--- src/ptl_pkg.sv ---
`timescale 1ns / 1ps
// ---------------------------------------------------------------------------
// ptl_pkg
// Shared types, codes and per-byte lexing functions of the PDF token lexer.
// ---------------------------------------------------------------------------
package ptl_pkg;

  localparam logic [7:0] MAX_DEPTH = 8'd255;
  localparam int         NOUT      = 5;

  // token modes
  localparam logic [3:0] M_IDLE    = 4'd0;
  localparam logic [3:0] M_COMMENT = 4'd1;
  localparam logic [3:0] M_NAME    = 4'd2;
  localparam logic [3:0] M_CAND    = 4'd3;
  localparam logic [3:0] M_KEYWORD = 4'd4;
  localparam logic [3:0] M_STR     = 4'd5;
  localparam logic [3:0] M_STR_ESC = 4'd6;
  localparam logic [3:0] M_STR_CR  = 4'd7;
  localparam logic [3:0] M_STR_OCT = 4'd8;
  localparam logic [3:0] M_LT      = 4'd9;
  localparam logic [3:0] M_GT      = 4'd10;
  localparam logic [3:0] M_HEX     = 4'd11;

  // token types
  localparam logic [3:0] T_NUMBER     = 4'd0;
  localparam logic [3:0] T_KEYWORD    = 4'd1;
  localparam logic [3:0] T_NAME       = 4'd2;
  localparam logic [3:0] T_STRING     = 4'd3;
  localparam logic [3:0] T_ARR_START  = 4'd4;
  localparam logic [3:0] T_ARR_END    = 4'd5;
  localparam logic [3:0] T_DICT_START = 4'd6;
  localparam logic [3:0] T_DICT_END   = 4'd7;
  localparam logic [3:0] T_EOF        = 4'd8;

  // input kinds
  localparam logic KIND_DATA = 1'b0;
  localparam logic KIND_END  = 1'b1;

  typedef struct packed {
    logic       ev;
    logic [3:0] ttype;
    logic [7:0] cbyte;
    logic       integ;
  } res_t;

  typedef struct packed {
    res_t [NOUT-1:0] r;
    logic [2:0]      cnt;
  } list_t;

  typedef struct packed {
    logic [3:0] mode;
    logic [7:0] depth;
    logic [1:0] flags;   // bit0 digit seen, bit1 dot seen
    logic [7:0] escv;
    logic [1:0] escn;
    logic [4:0] nib;     // bit4 valid
    logic [9:0] pname;   // bits9..8 held count
  } state_t;

  typedef struct packed {
    state_t st;
    list_t  l;
  } work_t;

  function automatic logic is_ws(logic [7:0] c);
    return c == 8'h00 || c == 8'h09 || c == 8'h0A || c == 8'h0C || c == 8'h0D || c == 8'h20;
  endfunction

  function automatic logic is_delim(logic [7:0] c);
    return c == "(" || c == ")" || c == "<" || c == ">" || c == "[" || c == "]" ||
           c == "{" || c == "}" || c == "/" || c == "%";
  endfunction

  function automatic logic is_digit(logic [7:0] c);
    return c >= "0" && c <= "9";
  endfunction

  // bit4 set when c is a hex digit, bits3..0 its value
  function automatic logic [4:0] hexv(logic [7:0] c);
    logic [7:0] v;
    v = 8'd0;
    if (c >= "0" && c <= "9") v = c - 8'h30;
    else if (c >= "a" && c <= "f") v = c - 8'h57;
    else if (c >= "A" && c <= "F") v = c - 8'h37;
    else return 5'd0;
    return {1'b1, v[3:0]};
  endfunction

  function automatic work_t put(work_t w, logic ev, logic [3:0] t, logic [7:0] b, logic i);
    if (w.l.cnt < 3'(NOUT)) begin
      w.l.r[w.l.cnt] = '{ev: ev, ttype: t, cbyte: b, integ: i};
      w.l.cnt = w.l.cnt + 3'd1;
    end
    return w;
  endfunction

  function automatic work_t content(work_t w, logic [3:0] t, logic [7:0] b);
    return put(w, 1'b0, t, b, 1'b0);
  endfunction

  function automatic work_t done(work_t w, logic [3:0] t);
    return put(w, 1'b1, t, 8'd0, 1'b0);
  endfunction

  function automatic work_t name_flush(work_t w);
    if (w.st.pname[9:8] >= 2'd1) w = content(w, T_NAME, "#");
    if (w.st.pname[9:8] == 2'd2) w = content(w, T_NAME, w.st.pname[7:0]);
    w.st.pname = 10'd0;
    return w;
  endfunction

  function automatic work_t name_char(work_t w, logic [7:0] c);
    logic [4:0] hc;
    logic [4:0] hh;
    hc = hexv(c);
    hh = hexv(w.st.pname[7:0]);
    if (w.st.pname[9:8] == 2'd1 && hc[4]) begin
      w.st.pname = {2'd2, c};
    end else if (w.st.pname[9:8] == 2'd2 && hc[4]) begin
      w = content(w, T_NAME, {hh[3:0], hc[3:0]});
      w.st.pname = 10'd0;
    end else begin
      w = name_flush(w);
      if (c == "#") w.st.pname = {2'd1, 8'd0};
      else w = content(w, T_NAME, c);
    end
    return w;
  endfunction

  function automatic work_t dispatch(work_t w, logic [7:0] c);
    w.st.mode  = M_IDLE;
    w.st.flags = 2'd0;
    if (is_ws(c) || c == ")") begin
    end else if (c == "%") begin
      w.st.mode = M_COMMENT;
    end else if (c == "/") begin
      w.st.mode  = M_NAME;
      w.st.pname = 10'd0;
    end else if (c == "(") begin
      w.st.mode  = M_STR;
      w.st.depth = 8'd1;
    end else if (c == "<") begin
      w.st.mode = M_LT;
    end else if (c == ">") begin
      w.st.mode = M_GT;
    end else if (c == "[") begin
      w = done(w, T_ARR_START);
    end else if (c == "]") begin
      w = done(w, T_ARR_END);
    end else if (c == "{" || c == "}") begin
      w = content(w, T_KEYWORD, c);
      w = done(w, T_KEYWORD);
    end else if (c == "+" || c == "-") begin
      w.st.mode = M_CAND;
      w = content(w, T_NUMBER, c);
    end else if (is_digit(c)) begin
      w.st.mode  = M_CAND;
      w.st.flags = 2'd1;
      w = content(w, T_NUMBER, c);
    end else if (c == ".") begin
      w.st.mode  = M_CAND;
      w.st.flags = 2'd2;
      w = content(w, T_NUMBER, c);
    end else begin
      w.st.mode = M_KEYWORD;
      w = content(w, T_KEYWORD, c);
    end
    return w;
  endfunction

  function automatic work_t str_char(work_t w, logic [7:0] c);
    w.st.mode = M_STR;
    if (c == "\\") begin
      w.st.mode = M_STR_ESC;
    end else if (c == "(") begin
      if (w.st.depth < MAX_DEPTH) w.st.depth = w.st.depth + 8'd1;
      w = content(w, T_STRING, c);
    end else if (c == ")") begin
      if (w.st.depth > 8'd0) w.st.depth = w.st.depth - 8'd1;
      if (w.st.depth > 8'd0) begin
        w = content(w, T_STRING, c);
      end else begin
        w = done(w, T_STRING);
        w.st.mode = M_IDLE;
      end
    end else begin
      w = content(w, T_STRING, c);
    end
    return w;
  endfunction

  function automatic work_t str_escape(work_t w, logic [7:0] c);
    w.st.mode = M_STR;
    case (c)
      "n":   w = content(w, T_STRING, 8'h0A);
      "r":   w = content(w, T_STRING, 8'h0D);
      "t":   w = content(w, T_STRING, 8'h09);
      "b":   w = content(w, T_STRING, 8'h08);
      "f":   w = content(w, T_STRING, 8'h0C);
      8'h0D: w.st.mode = M_STR_CR;
      8'h0A: w.st.mode = M_STR;
      default: begin
        if (c >= "0" && c <= "7") begin
          w.st.escv = {5'd0, c[2:0]};
          w.st.escn = 2'd1;
          w.st.mode = M_STR_OCT;
        end else begin
          w = content(w, T_STRING, c);
        end
      end
    endcase
    return w;
  endfunction

  function automatic work_t hex_char(work_t w, logic [7:0] c);
    logic [4:0] hc;
    hc = hexv(c);
    if (c == ">") begin
      if (w.st.nib[4]) w = content(w, T_STRING, {w.st.nib[3:0], 4'd0});
      w.st.nib  = 5'd0;
      w = done(w, T_STRING);
      w.st.mode = M_IDLE;
    end else if (hc[4]) begin
      if (w.st.nib[4]) begin
        w = content(w, T_STRING, {w.st.nib[3:0], hc[3:0]});
        w.st.nib = 5'd0;
      end else begin
        w.st.nib = hc;
      end
    end
    return w;
  endfunction

  function automatic work_t byte_in(work_t w, logic [7:0] c);
    case (w.st.mode)
      M_COMMENT: begin
        if (c == 8'h0A || c == 8'h0D) w.st.mode = M_IDLE;
      end
      M_NAME: begin
        if (is_ws(c) || is_delim(c)) begin
          w = name_flush(w);
          w = done(w, T_NAME);
          w = dispatch(w, c);
        end else begin
          w = name_char(w, c);
        end
      end
      M_CAND: begin
        if (is_digit(c)) begin
          w.st.flags[0] = 1'b1;
          w = content(w, T_NUMBER, c);
        end else if (c == ".") begin
          if (w.st.flags[1]) begin
            w.st.mode = M_KEYWORD;
            w = content(w, T_KEYWORD, c);
          end else begin
            w.st.flags[1] = 1'b1;
            w = content(w, T_NUMBER, c);
          end
        end else if (w.st.flags[0]) begin
          w = put(w, 1'b1, T_NUMBER, 8'd0, !w.st.flags[1]);
          w = dispatch(w, c);
        end else if (is_ws(c) || is_delim(c)) begin
          w = done(w, T_KEYWORD);
          w = dispatch(w, c);
        end else begin
          w.st.mode = M_KEYWORD;
          w = content(w, T_KEYWORD, c);
        end
      end
      M_KEYWORD: begin
        if (is_ws(c) || is_delim(c)) begin
          w = done(w, T_KEYWORD);
          w = dispatch(w, c);
        end else begin
          w = content(w, T_KEYWORD, c);
        end
      end
      M_STR:     w = str_char(w, c);
      M_STR_ESC: w = str_escape(w, c);
      M_STR_CR: begin
        if (c == 8'h0A) w.st.mode = M_STR;
        else w = str_char(w, c);
      end
      M_STR_OCT: begin
        if (c >= "0" && c <= "7") begin
          w.st.escv = {w.st.escv[4:0], c[2:0]};
          w.st.escn = w.st.escn + 2'd1;
          if (w.st.escn == 2'd3) begin
            w = content(w, T_STRING, w.st.escv);
            w.st.escv = 8'd0;
            w.st.escn = 2'd0;
            w.st.mode = M_STR;
          end
        end else begin
          w = content(w, T_STRING, w.st.escv);
          w.st.escv = 8'd0;
          w.st.escn = 2'd0;
          w = str_char(w, c);
        end
      end
      M_LT: begin
        if (c == "<") begin
          w = done(w, T_DICT_START);
          w.st.mode = M_IDLE;
        end else begin
          w.st.mode = M_HEX;
          w.st.nib  = 5'd0;
          w = hex_char(w, c);
        end
      end
      M_GT: begin
        if (c == ">") begin
          w = done(w, T_DICT_END);
          w.st.mode = M_IDLE;
        end else begin
          w = content(w, T_KEYWORD, ">");
          w = done(w, T_KEYWORD);
          w = dispatch(w, c);
        end
      end
      M_HEX:   w = hex_char(w, c);
      default: w = dispatch(w, c);
    endcase
    return w;
  endfunction

  function automatic work_t end_in(work_t w);
    case (w.st.mode)
      M_NAME: begin
        w = name_flush(w);
        w = done(w, T_NAME);
      end
      M_CAND: begin
        if (w.st.flags[0]) w = put(w, 1'b1, T_NUMBER, 8'd0, !w.st.flags[1]);
        else w = done(w, T_KEYWORD);
      end
      M_KEYWORD: w = done(w, T_KEYWORD);
      M_STR, M_STR_ESC, M_STR_CR, M_LT: w = done(w, T_STRING);
      M_STR_OCT: begin
        w = content(w, T_STRING, w.st.escv);
        w = done(w, T_STRING);
      end
      M_GT: begin
        w = content(w, T_KEYWORD, ">");
        w = done(w, T_KEYWORD);
      end
      M_HEX: begin
        if (w.st.nib[4]) w = content(w, T_STRING, {w.st.nib[3:0], 4'd0});
        w = done(w, T_STRING);
      end
      default: begin
      end
    endcase
    w = done(w, T_EOF);
    w.st = '0;
    return w;
  endfunction

endpackage

--- src/pdf_token_lexer_top.sv ---
`timescale 1ns / 1ps
// Latency: first result of a transaction is shown the cycle after acceptance when the
// result register is free, else straight after the burst ahead of it.
// Throughput: one input byte per cycle while each yields at most one result and the
// output is not stalled; a byte with more results holds the result register until they
// all leave, one more transaction parks behind it and input stalls only while it waits.
// Reset (rst, synchronous): lexer returns to idle and the result registers empty.
// ---------------------------------------------------------------------------
// pdf_token_lexer_top
// PDF byte-stream tokenizer: lexer step plus result register.
// ---------------------------------------------------------------------------
module pdf_token_lexer_top (
  input  logic       clk,
  input  logic       rst,
  input  logic       in_valid,
  output logic       in_stall,
  input  logic       kind,
  input  logic [7:0] data_byte,
  output logic       out_valid,
  input  logic       out_stall,
  output logic       event_res,
  output logic [3:0] token_type,
  output logic [7:0] content_byte,
  output logic       is_integer,
  output logic       last
);

  ptl_pkg::list_t list;
  logic           load_ok;
  logic           accept;

  assign in_stall = !load_ok;
  assign accept   = in_valid && load_ok;

  ptl_core u_core (
    .clk       (clk),
    .rst       (rst),
    .accept    (accept),
    .kind      (kind),
    .data_byte (data_byte),
    .list      (list)
  );

  ptl_burst u_burst (
    .clk          (clk),
    .rst          (rst),
    .load_req     (accept),
    .list         (list),
    .load_ok      (load_ok),
    .out_valid    (out_valid),
    .out_stall    (out_stall),
    .event_res    (event_res),
    .token_type   (token_type),
    .content_byte (content_byte),
    .is_integer   (is_integer),
    .last         (last)
  );

endmodule

--- src/ptl_core.sv ---
`timescale 1ns / 1ps
// ---------------------------------------------------------------------------
// ptl_core
// Lexer state register and the single-pass byte step that yields the
// result list of one input transaction.
// ---------------------------------------------------------------------------
module ptl_core (
  input  logic           clk,
  input  logic           rst,
  input  logic           accept,
  input  logic           kind,
  input  logic [7:0]     data_byte,
  output ptl_pkg::list_t list
);

  ptl_pkg::state_t st;
  ptl_pkg::work_t  w_in;
  ptl_pkg::work_t  w_next;

  // run one byte or end mark through the lexer
  always_comb begin
    w_in.st = st;
    w_in.l  = '0;
    if (kind == ptl_pkg::KIND_END) w_next = ptl_pkg::end_in(w_in);
    else w_next = ptl_pkg::byte_in(w_in, data_byte);
  end

  assign list = w_next.l;

  // advance state on each accepted transaction
  always_ff @(posedge clk) begin
    if (rst) begin
      st <= '0;
    end else if (accept) begin
      st <= w_next.st;
    end
  end

endmodule

--- src/ptl_burst.sv ---
`timescale 1ns / 1ps
// ---------------------------------------------------------------------------
// ptl_burst
// Result register holding the list of one transaction, plus one parked list
// behind it. Drains one result per cycle while the output is not stalled and
// pulls in the parked list as the final result leaves.
// ---------------------------------------------------------------------------
module ptl_burst (
  input  logic           clk,
  input  logic           rst,
  input  logic           load_req,
  input  ptl_pkg::list_t list,
  output logic           load_ok,
  output logic           out_valid,
  input  logic           out_stall,
  output logic           event_res,
  output logic [3:0]     token_type,
  output logic [7:0]     content_byte,
  output logic           is_integer,
  output logic           last
);

  ptl_pkg::list_t held;
  ptl_pkg::list_t parked;
  logic           parked_full;
  logic [2:0]     rd;
  logic [2:0]     cnt;
  logic           take;
  logic           held_free;
  ptl_pkg::res_t  cur;

  assign out_valid = rd < cnt;
  assign take      = out_valid && !out_stall;
  assign last      = (rd + 3'd1 == cnt);
  assign held_free = !out_valid || (take && last);
  assign load_ok   = !parked_full;
  assign cur       = held.r[rd];

  assign event_res    = cur.ev;
  assign token_type   = cur.ttype;
  assign content_byte = cur.cbyte;
  assign is_integer   = cur.integ;

  // hold payload of the current burst and of the parked transaction
  always_ff @(posedge clk) begin
    if (held_free && parked_full) begin
      held <= parked;
    end else if (held_free && load_req) begin
      held <= list;
    end
    if (!held_free && load_req) begin
      parked <= list;
    end
  end

  // advance read index, reload from the parked list or a new transaction
  always_ff @(posedge clk) begin
    if (rst) begin
      rd          <= 3'd0;
      cnt         <= 3'd0;
      parked_full <= 1'b0;
    end else if (held_free) begin
      rd <= 3'd0;
      if (parked_full) begin
        cnt         <= parked.cnt;
        parked_full <= 1'b0;
      end else if (load_req) begin
        cnt <= list.cnt;
      end else begin
        cnt <= 3'd0;
      end
    end else begin
      if (take) rd <= rd + 3'd1;
      // drop transactions with no result instead of parking them
      if (load_req && list.cnt != 3'd0) parked_full <= 1'b1;
    end
  end

endmodule

--- config.mk ---
export PLATFORM = sky130hd
export DESIGN_NAME = pdf_token_lexer_top
export DESIGN_NICKNAME = d
export VERILOG_FILES = /design/src/ptl_pkg.sv /design/src/pdf_token_lexer_top.sv /design/src/ptl_core.sv /design/src/ptl_burst.sv
export SDC_FILE = /design/constraint.sdc
export NUM_CORES = 1
export LEC_CHECK = 0
export BUFFER_PORTS_ARGS = -buffer_cell sky130_fd_sc_hd__buf_4
export CORE_ASPECT_RATIO = 1.1
export CORE_MARGIN = 2
export CORE_UTILIZATION = 28
export CTS_BUF_LIST = sky130_fd_sc_hd__clkbuf_16
export DETAILED_ROUTE_END_ITERATION = 12
export GPL_TIMING_DRIVEN = 1
export PLACE_DENSITY = 0.54
export SKIP_CTS_REPAIR_TIMING = 1
export SLEW_MARGIN = 25
export SYNTH_ARGS = -nofsm -noshare
export SYNTH_HDL_FRONTEND = slang
export SYNTH_HIERARCHICAL = 1
export SYNTH_SLANG_ARGS = --single-unit
--- constraint.sdc ---
create_clock -name clk -period 10.5 [get_ports clk]
set_input_delay 0 -clock clk [delete_from_list [all_inputs] [get_ports clk]]
set_output_delay 0 -clock clk [all_outputs]
set_load 0.02 [all_outputs]
**Word-level counts from Yosys, hierarchy flattened**

Cells that the tools add are included.

- Eq/ne operators: 128
- Multiplexer cells: 516
- Bitwise operators: 75
- Order comparisons: 93
- Reduce and logical (&&, ||, !) cells: 84
- Add/sub/neg operators: 34

Operators with widths:

| cell | number |
|---|---|
| $mux 112 | 113 |
| $mux 73 | 128 |
| $mux 108 | 30 |
| $mux 111 | 15 |
| $pmux 108 s11 | 1 |
| $bwmux 70 | 15 |
| $demux 14 s3 | 24 |
| $not 60->60 | 16 |
| $and 60x60->60 | 10 |
| $mux 100 | 6 |
| $mux 17 | 35 |
| $pmux 98 s6 | 1 |
| $pmux 73 s7 | 1 |
| $not 55->55 | 9 |
| $mux 14 | 28 |
| $and 12x60->60 | 6 |
| $and 11x55->55 | 5 |
| $and 55x55->55 | 4 |
| $mux 88 | 2 |
| $mux 83 | 2 |
| $mux 4 | 39 |
| $mux 25 | 6 |
| $mux 8 | 13 |
| $lt 3x4->1 const B | 25 |
| 74 further kinds | 396 |

- Output and inout port bits: 17
- Bits of input ports: 13
- Register bits: 189

**Logic depth before layout (Yosys ltp)**

- Depth after elaboration: 82
- Mapped depth: 15

**Hierarchy**

Netlist, hierarchy kept.

By module, submodules not included:

| module | instances | sequential area each (µm²) | area an instance (µm²) | cells an instance |
|---|---|---|---|---|
| ptl_core | 1 | 780.7 | 6845.3 | 1034 |
| ptl_burst | 1 | 4434.3 | 6162.2 | 340 |
| pdf_token_lexer_top | 1 | 0.0 | 10.0 | 2 |

**Worst setup path after synthesis**

Ideal clock, no wire load.

- Path kind: reg-to-reg
- Start: register u_burst.rd[0]
- End: register u_burst/held[10] (netlist bit) (enable)
- Slack: 5.097 ns
- Required time: 10.002 ns
- Stages on the path, launching flop included: 9
- Data arrival time: 4.905 ns
- Buffers on the path: 3
- Path through: dfxtp_1 clkbuf_1 buf_2 inv_1 ha_1 nor4bb_1 buf_2 nor3_1 nor2_1

- Longest elaborated chain between the ends: 6
- Elaborated cells on any way between the ends: 10
- Those cells by class: add/sub (1); order compare (1); eq/ne (1); reduce/logical (7)

RTL lines:

| element | RTL line | RTL |
|---|---|---|
| from (decl) | ptl_burst.sv:26 | `logic [2:0] rd;` |
| from (signal assigned) | ptl_burst.sv:73 | `if (take) rd <= rd + 3'd1;` |
| $add 3x1->3 or $lt 3x3->1 (tied branches) | ptl_burst.sv:34, ptl_burst.sv:32 |  |
| $eq 3x3->1 or $logic_and 1x1->1 (tied branches) | ptl_burst.sv:34, ptl_burst.sv:33 |  |
| $logic_and 1x1->1 | ptl_burst.sv:35 | `assign held_free = !out_valid \|\| (take && last);` |
| $logic_or 1x1->1 * | ptl_burst.sv:35 |  |
| $logic_and 1x1->1, on equally long branches | ptl_burst.sv:48, ptl_burst.sv:46 |  |
| $reduce_bool 2->1 (no source line) * | - |  |
| to (signal assigned) | ptl_burst.sv:47 | `held <= parked;` |
| to (signal assigned) | ptl_burst.sv:49 | `held <= list;` |
| to (decl) | ptl_burst.sv:23 | `ptl_pkg::list_t held;` |

Every way passes the cells marked *; elsewhere a longest branch is shown, timed or not.
A chain may end at the register's enable or synchronous reset.

==> impl_metrics.tcl <==
set metrics [dict create \
    root_buffer "clkbuf_16" \
    critPathKind "in -> reg" \
    grtUsageTotal 0.200 \
    tightest_slew_ns 1.14 \
    critPathLaunch "data_byte[0]" \
    clockBufferDepth 2 \
    ctsHtreeMaxLevel 4 \
    cts_buffers 17 \
    rows 82 \
    worstHoldPathCells 3 \
    seq_power_share 0.466 \
    n_antenna_cell 0 \
    grt_setup_unrepaired "false" \
    dpl_cell_area_um2 13300 \
    grt_pass1_vias 10900 \
    fmax_mhz 243 \
    peakVddDrop_mv 0.111 \
    synth.distinct_cells 94 \
    worstRegToRegCells 10 \
    hp-class "in -> reg" \
    max-cap-violations 0 \
    seqCellArea_um2 5220 \
    fill_cells 4807 \
    nets 1337 \
    switchingPower_w 0.000844 \
    r2r_start "u_core/st[38]" \
    synth_edf_count 143 \
    critPathCaptureType "register" \
    timing.rr.end "u_burst/parked_full" \
    synth-seq-cells 189 \
    gr-total-overflow 0 \
    drive_above_1_share 0.116 \
    grt_max_degree 74 \
    period_needed_ns 4.11 \
    crit_chain "dlygate4sd3_1, buf_4, inv_1, ha_1, nand3_1, nor2_1, nor4_1, o41a_1, o21ai_2, o211ai_1, a32o_1, mux2_1" \
    io-pin-count 30 \
    cpPeakStageDelay_ns 0.79 \
    grt_pass1_wl_um 72500 \
    dp_hpwl_um 34700 \
    switching_share 0.331 \
    dp_slack_ns 6.67 \
    p_leak_nw 4.65 \
    cp.arrival_ns 4.32 \
    yosysWarnings 6 \
    wl_per_cell_um 25.4 \
    antenna_left 0 \
    die_y_um 230 \
    clock_sinks 189 \
    gp_congestion 1.01 \
    portBuffers 29 \
    p_clk_frac 0.256 \
    synthFlopType "edfxtp_1" \
    yosysSeqAreaShare 0.401 \
    worstSkewPairLatency_ns 0.46 \
    vias_per_cell 5.93 \
    cts_tree "done" \
    avgSynthCellArea_um2 9.46 \
    die_w_um 210 \
    cp_slowest_cell "nor2_1" \
    first_pass_iters 8 \
    period_share 0.392 \
    fin_ws_ns 6.39 \
    hp-start "data_byte[3]" \
    die_area_um2 48200 \
    worst_hold_path.endpoint "u_core/st[3]" \
    finalHoldViolCount 0 \
    cp-start-kind "input pin" \
    power_frac_comb 0.278 \
    status "complete, no violations" \
    intPower_w 0.00171 \
    start_util 0.284 \
    num_vias 11300 \
    max_slew_margin 0.236 \
    route.detailed.drc 0 \
    power_density_nw_per_um2 183 \
    antenna_found_initial 0 \
    syn_inst 1376 \
    syn_area_um2 13000 \
    drt-initial-drc-count 1496 \
    critPathRequiredTime_ns 10.71 \
    multi_input_area_um2 6730 \
    ys_async_sr_fraction 0 \
    routed_wl_um 48500 \
    r2r_slack_ns 6.60 \
    postLayoutCellArea_um2 14000 \
    skew_ns 0.0194 \
    crit_path_max_fanout 17 \
    slew_violations 0 \
    area_growth_syn_to_layout_pct 7.18 \
    setup_tns_ns 0 \
    core_um2 45800 \
    path_clk_slew_ns 0.08 \
    setup_viol 0 \
]
state kept, by name, summed over array words and instances (netlist names):
signal and cells:
u_burst/parked_full 1, u_core/st 39, u_burst/held 70, u_burst/parked 73, u_burst/cnt 3, u_burst/rd 3
critical path: cells and delay by family:
family / cells / cell delay, ns
AND/OR/NAND/NOR: 3 / 1.37
AO/OA/AOI/OAI: 4 / 1.26
buffers and inverters: 3 / 0.89
adder cells (fa/ha/maj): 1 / 0.46
multiplexers: 1 / 0.31
cells by family (layout without fill, tap and decap cells):
kind of cell / after synthesis / count (layout) / share of synthesized area
AND/OR/NAND/NOR: 467 / 467 / 0.189
AO/OA/AOI/OAI: 380 / 380 / 0.199
buffers and inverters: 212 / 141 / 0.0903
flip-flops: 189 / 189 / 0.401
multiplexers: 98 / 98 / 0.0958
adder cells (fa/ha/maj): 16 / 16 / 0.0154
XOR/XNOR: 13 / 13 / 0.00980
other: 1 / 17 / 0.000288
synth_stat cells, drive strengths merged (14+ instances only):
cell type,instances,share of area
dfxtp,46,0.071
edfxtp,143,0.33
buf,106,0.060
nor2,76,0.022
o31ai,18,0.012
mux2,73,0.063
nand2,131,0.038
nor3,38,0.016
clkbuf,63,0.018
a31oi,19,0.0091
o211ai,16,0.0092
and3,14,0.0067
o21ai,87,0.034
and2,24,0.012
inv,41,0.012
nor4,22,0.013
a21oi,87,0.033
mux4,14,0.024
nand3,64,0.025
ha,16,0.015
placed cells by master, fill, tap and decap left out, types with 13 or more instances in the layout:
| cell | count |
|---|---|
| nor4_1 | 18 |
| o211ai_1 | 16 |
| a221oi_1 | 13 |
| nand2b_1 | 13 |
| and3_1 | 14 |
| nor2_1 | 74 |
| nand3_1 | 64 |
| ha_1 | 16 |
| mux2_2 | 13 |
| mux4_2 | 14 |
| dfxtp_1 | 46 |
| conb_1 | 17 |
| edfxtp_1 | 143 |
| o21ai_0 | 84 |
| a31oi_1 | 19 |
| a21oi_1 | 87 |
| inv_1 | 42 |
| buf_4 | 58 |
| mux2_1 | 60 |
| nand2_1 | 131 |
| clkbuf_16 | 17 |
| nor3_1 | 34 |
| and2_1 | 22 |
| o31ai_1 | 16 |
power by group through the flow:
stage / combinational, W / clock, W / sequential [W]
2_1_floorplan: 0.000481 / 0 / 0.00118
3_3_place_gp: 0.000698 / 0 / 0.00121
3_5_place_dp: 0.000699 / 0 / 0.00121
4_1_cts: 0.000701 / 0.000673 / 0.00119
5_1_grt: 0.000765 / 0.000702 / 0.00121
6_report: 0.000709 / 0.000653 / 0.00119
how the worst max path moves through the flow:
stage	to	slack, ns	cells past startpoint
2_1_floorplan	u_burst/held[10]	5.10	8
3_3_place_gp	u_burst/cnt[0]	6.63	12
3_5_place_dp	u_burst/held[22]	6.67	11
4_1_cts	u_burst/parked_full	6.68	10
5_1_grt	u_burst/parked_full	6.33	10
6_report	u_burst/held[22]	6.39	12
per-layer routing:
metal | track usage | up-vias | share of wire
li1 | - | 5021 | -
met1 | 0.264 | 5603 | 0.43
met2 | 0.317 | 578 | 0.45
met3 | 0.0366 | 127 | 0.073
met4 | 0.0953 | 0 | 0.045
met5 | 0 | - | 0
area by class of cell:
cell class / count / share of cell area
clock inverters: 15 / 0.0111
multi-input cells: 991 / 0.482
well taps: 588 / 0.0527
repair buffers: 66 / 0.0382
clock buffers: 17 / 0.0305
inverters: 43 / 0.0116
flip-flops and latches: 189 / 0.374
through the flow:
step / utilization / instances / hold WS [ns] / total power [W]
2_1_floorplan: - / 1392 / 0.0721 / 0.00166
3_3_place_gp: 0.290 / 1868 / 0.290 / 0.00190
3_5_place_dp: 0.290 / 1869 / 0.298 / 0.00191
4_1_cts: 0.303 / 1901 / -0.194 / 0.00257
5_1_grt: 0.305 / 1909 / 0.0514 / 0.00268
6_report: 0.305 / 1909 / 0.0364 / 0.00255
Power figures use the tool's default switching activity.
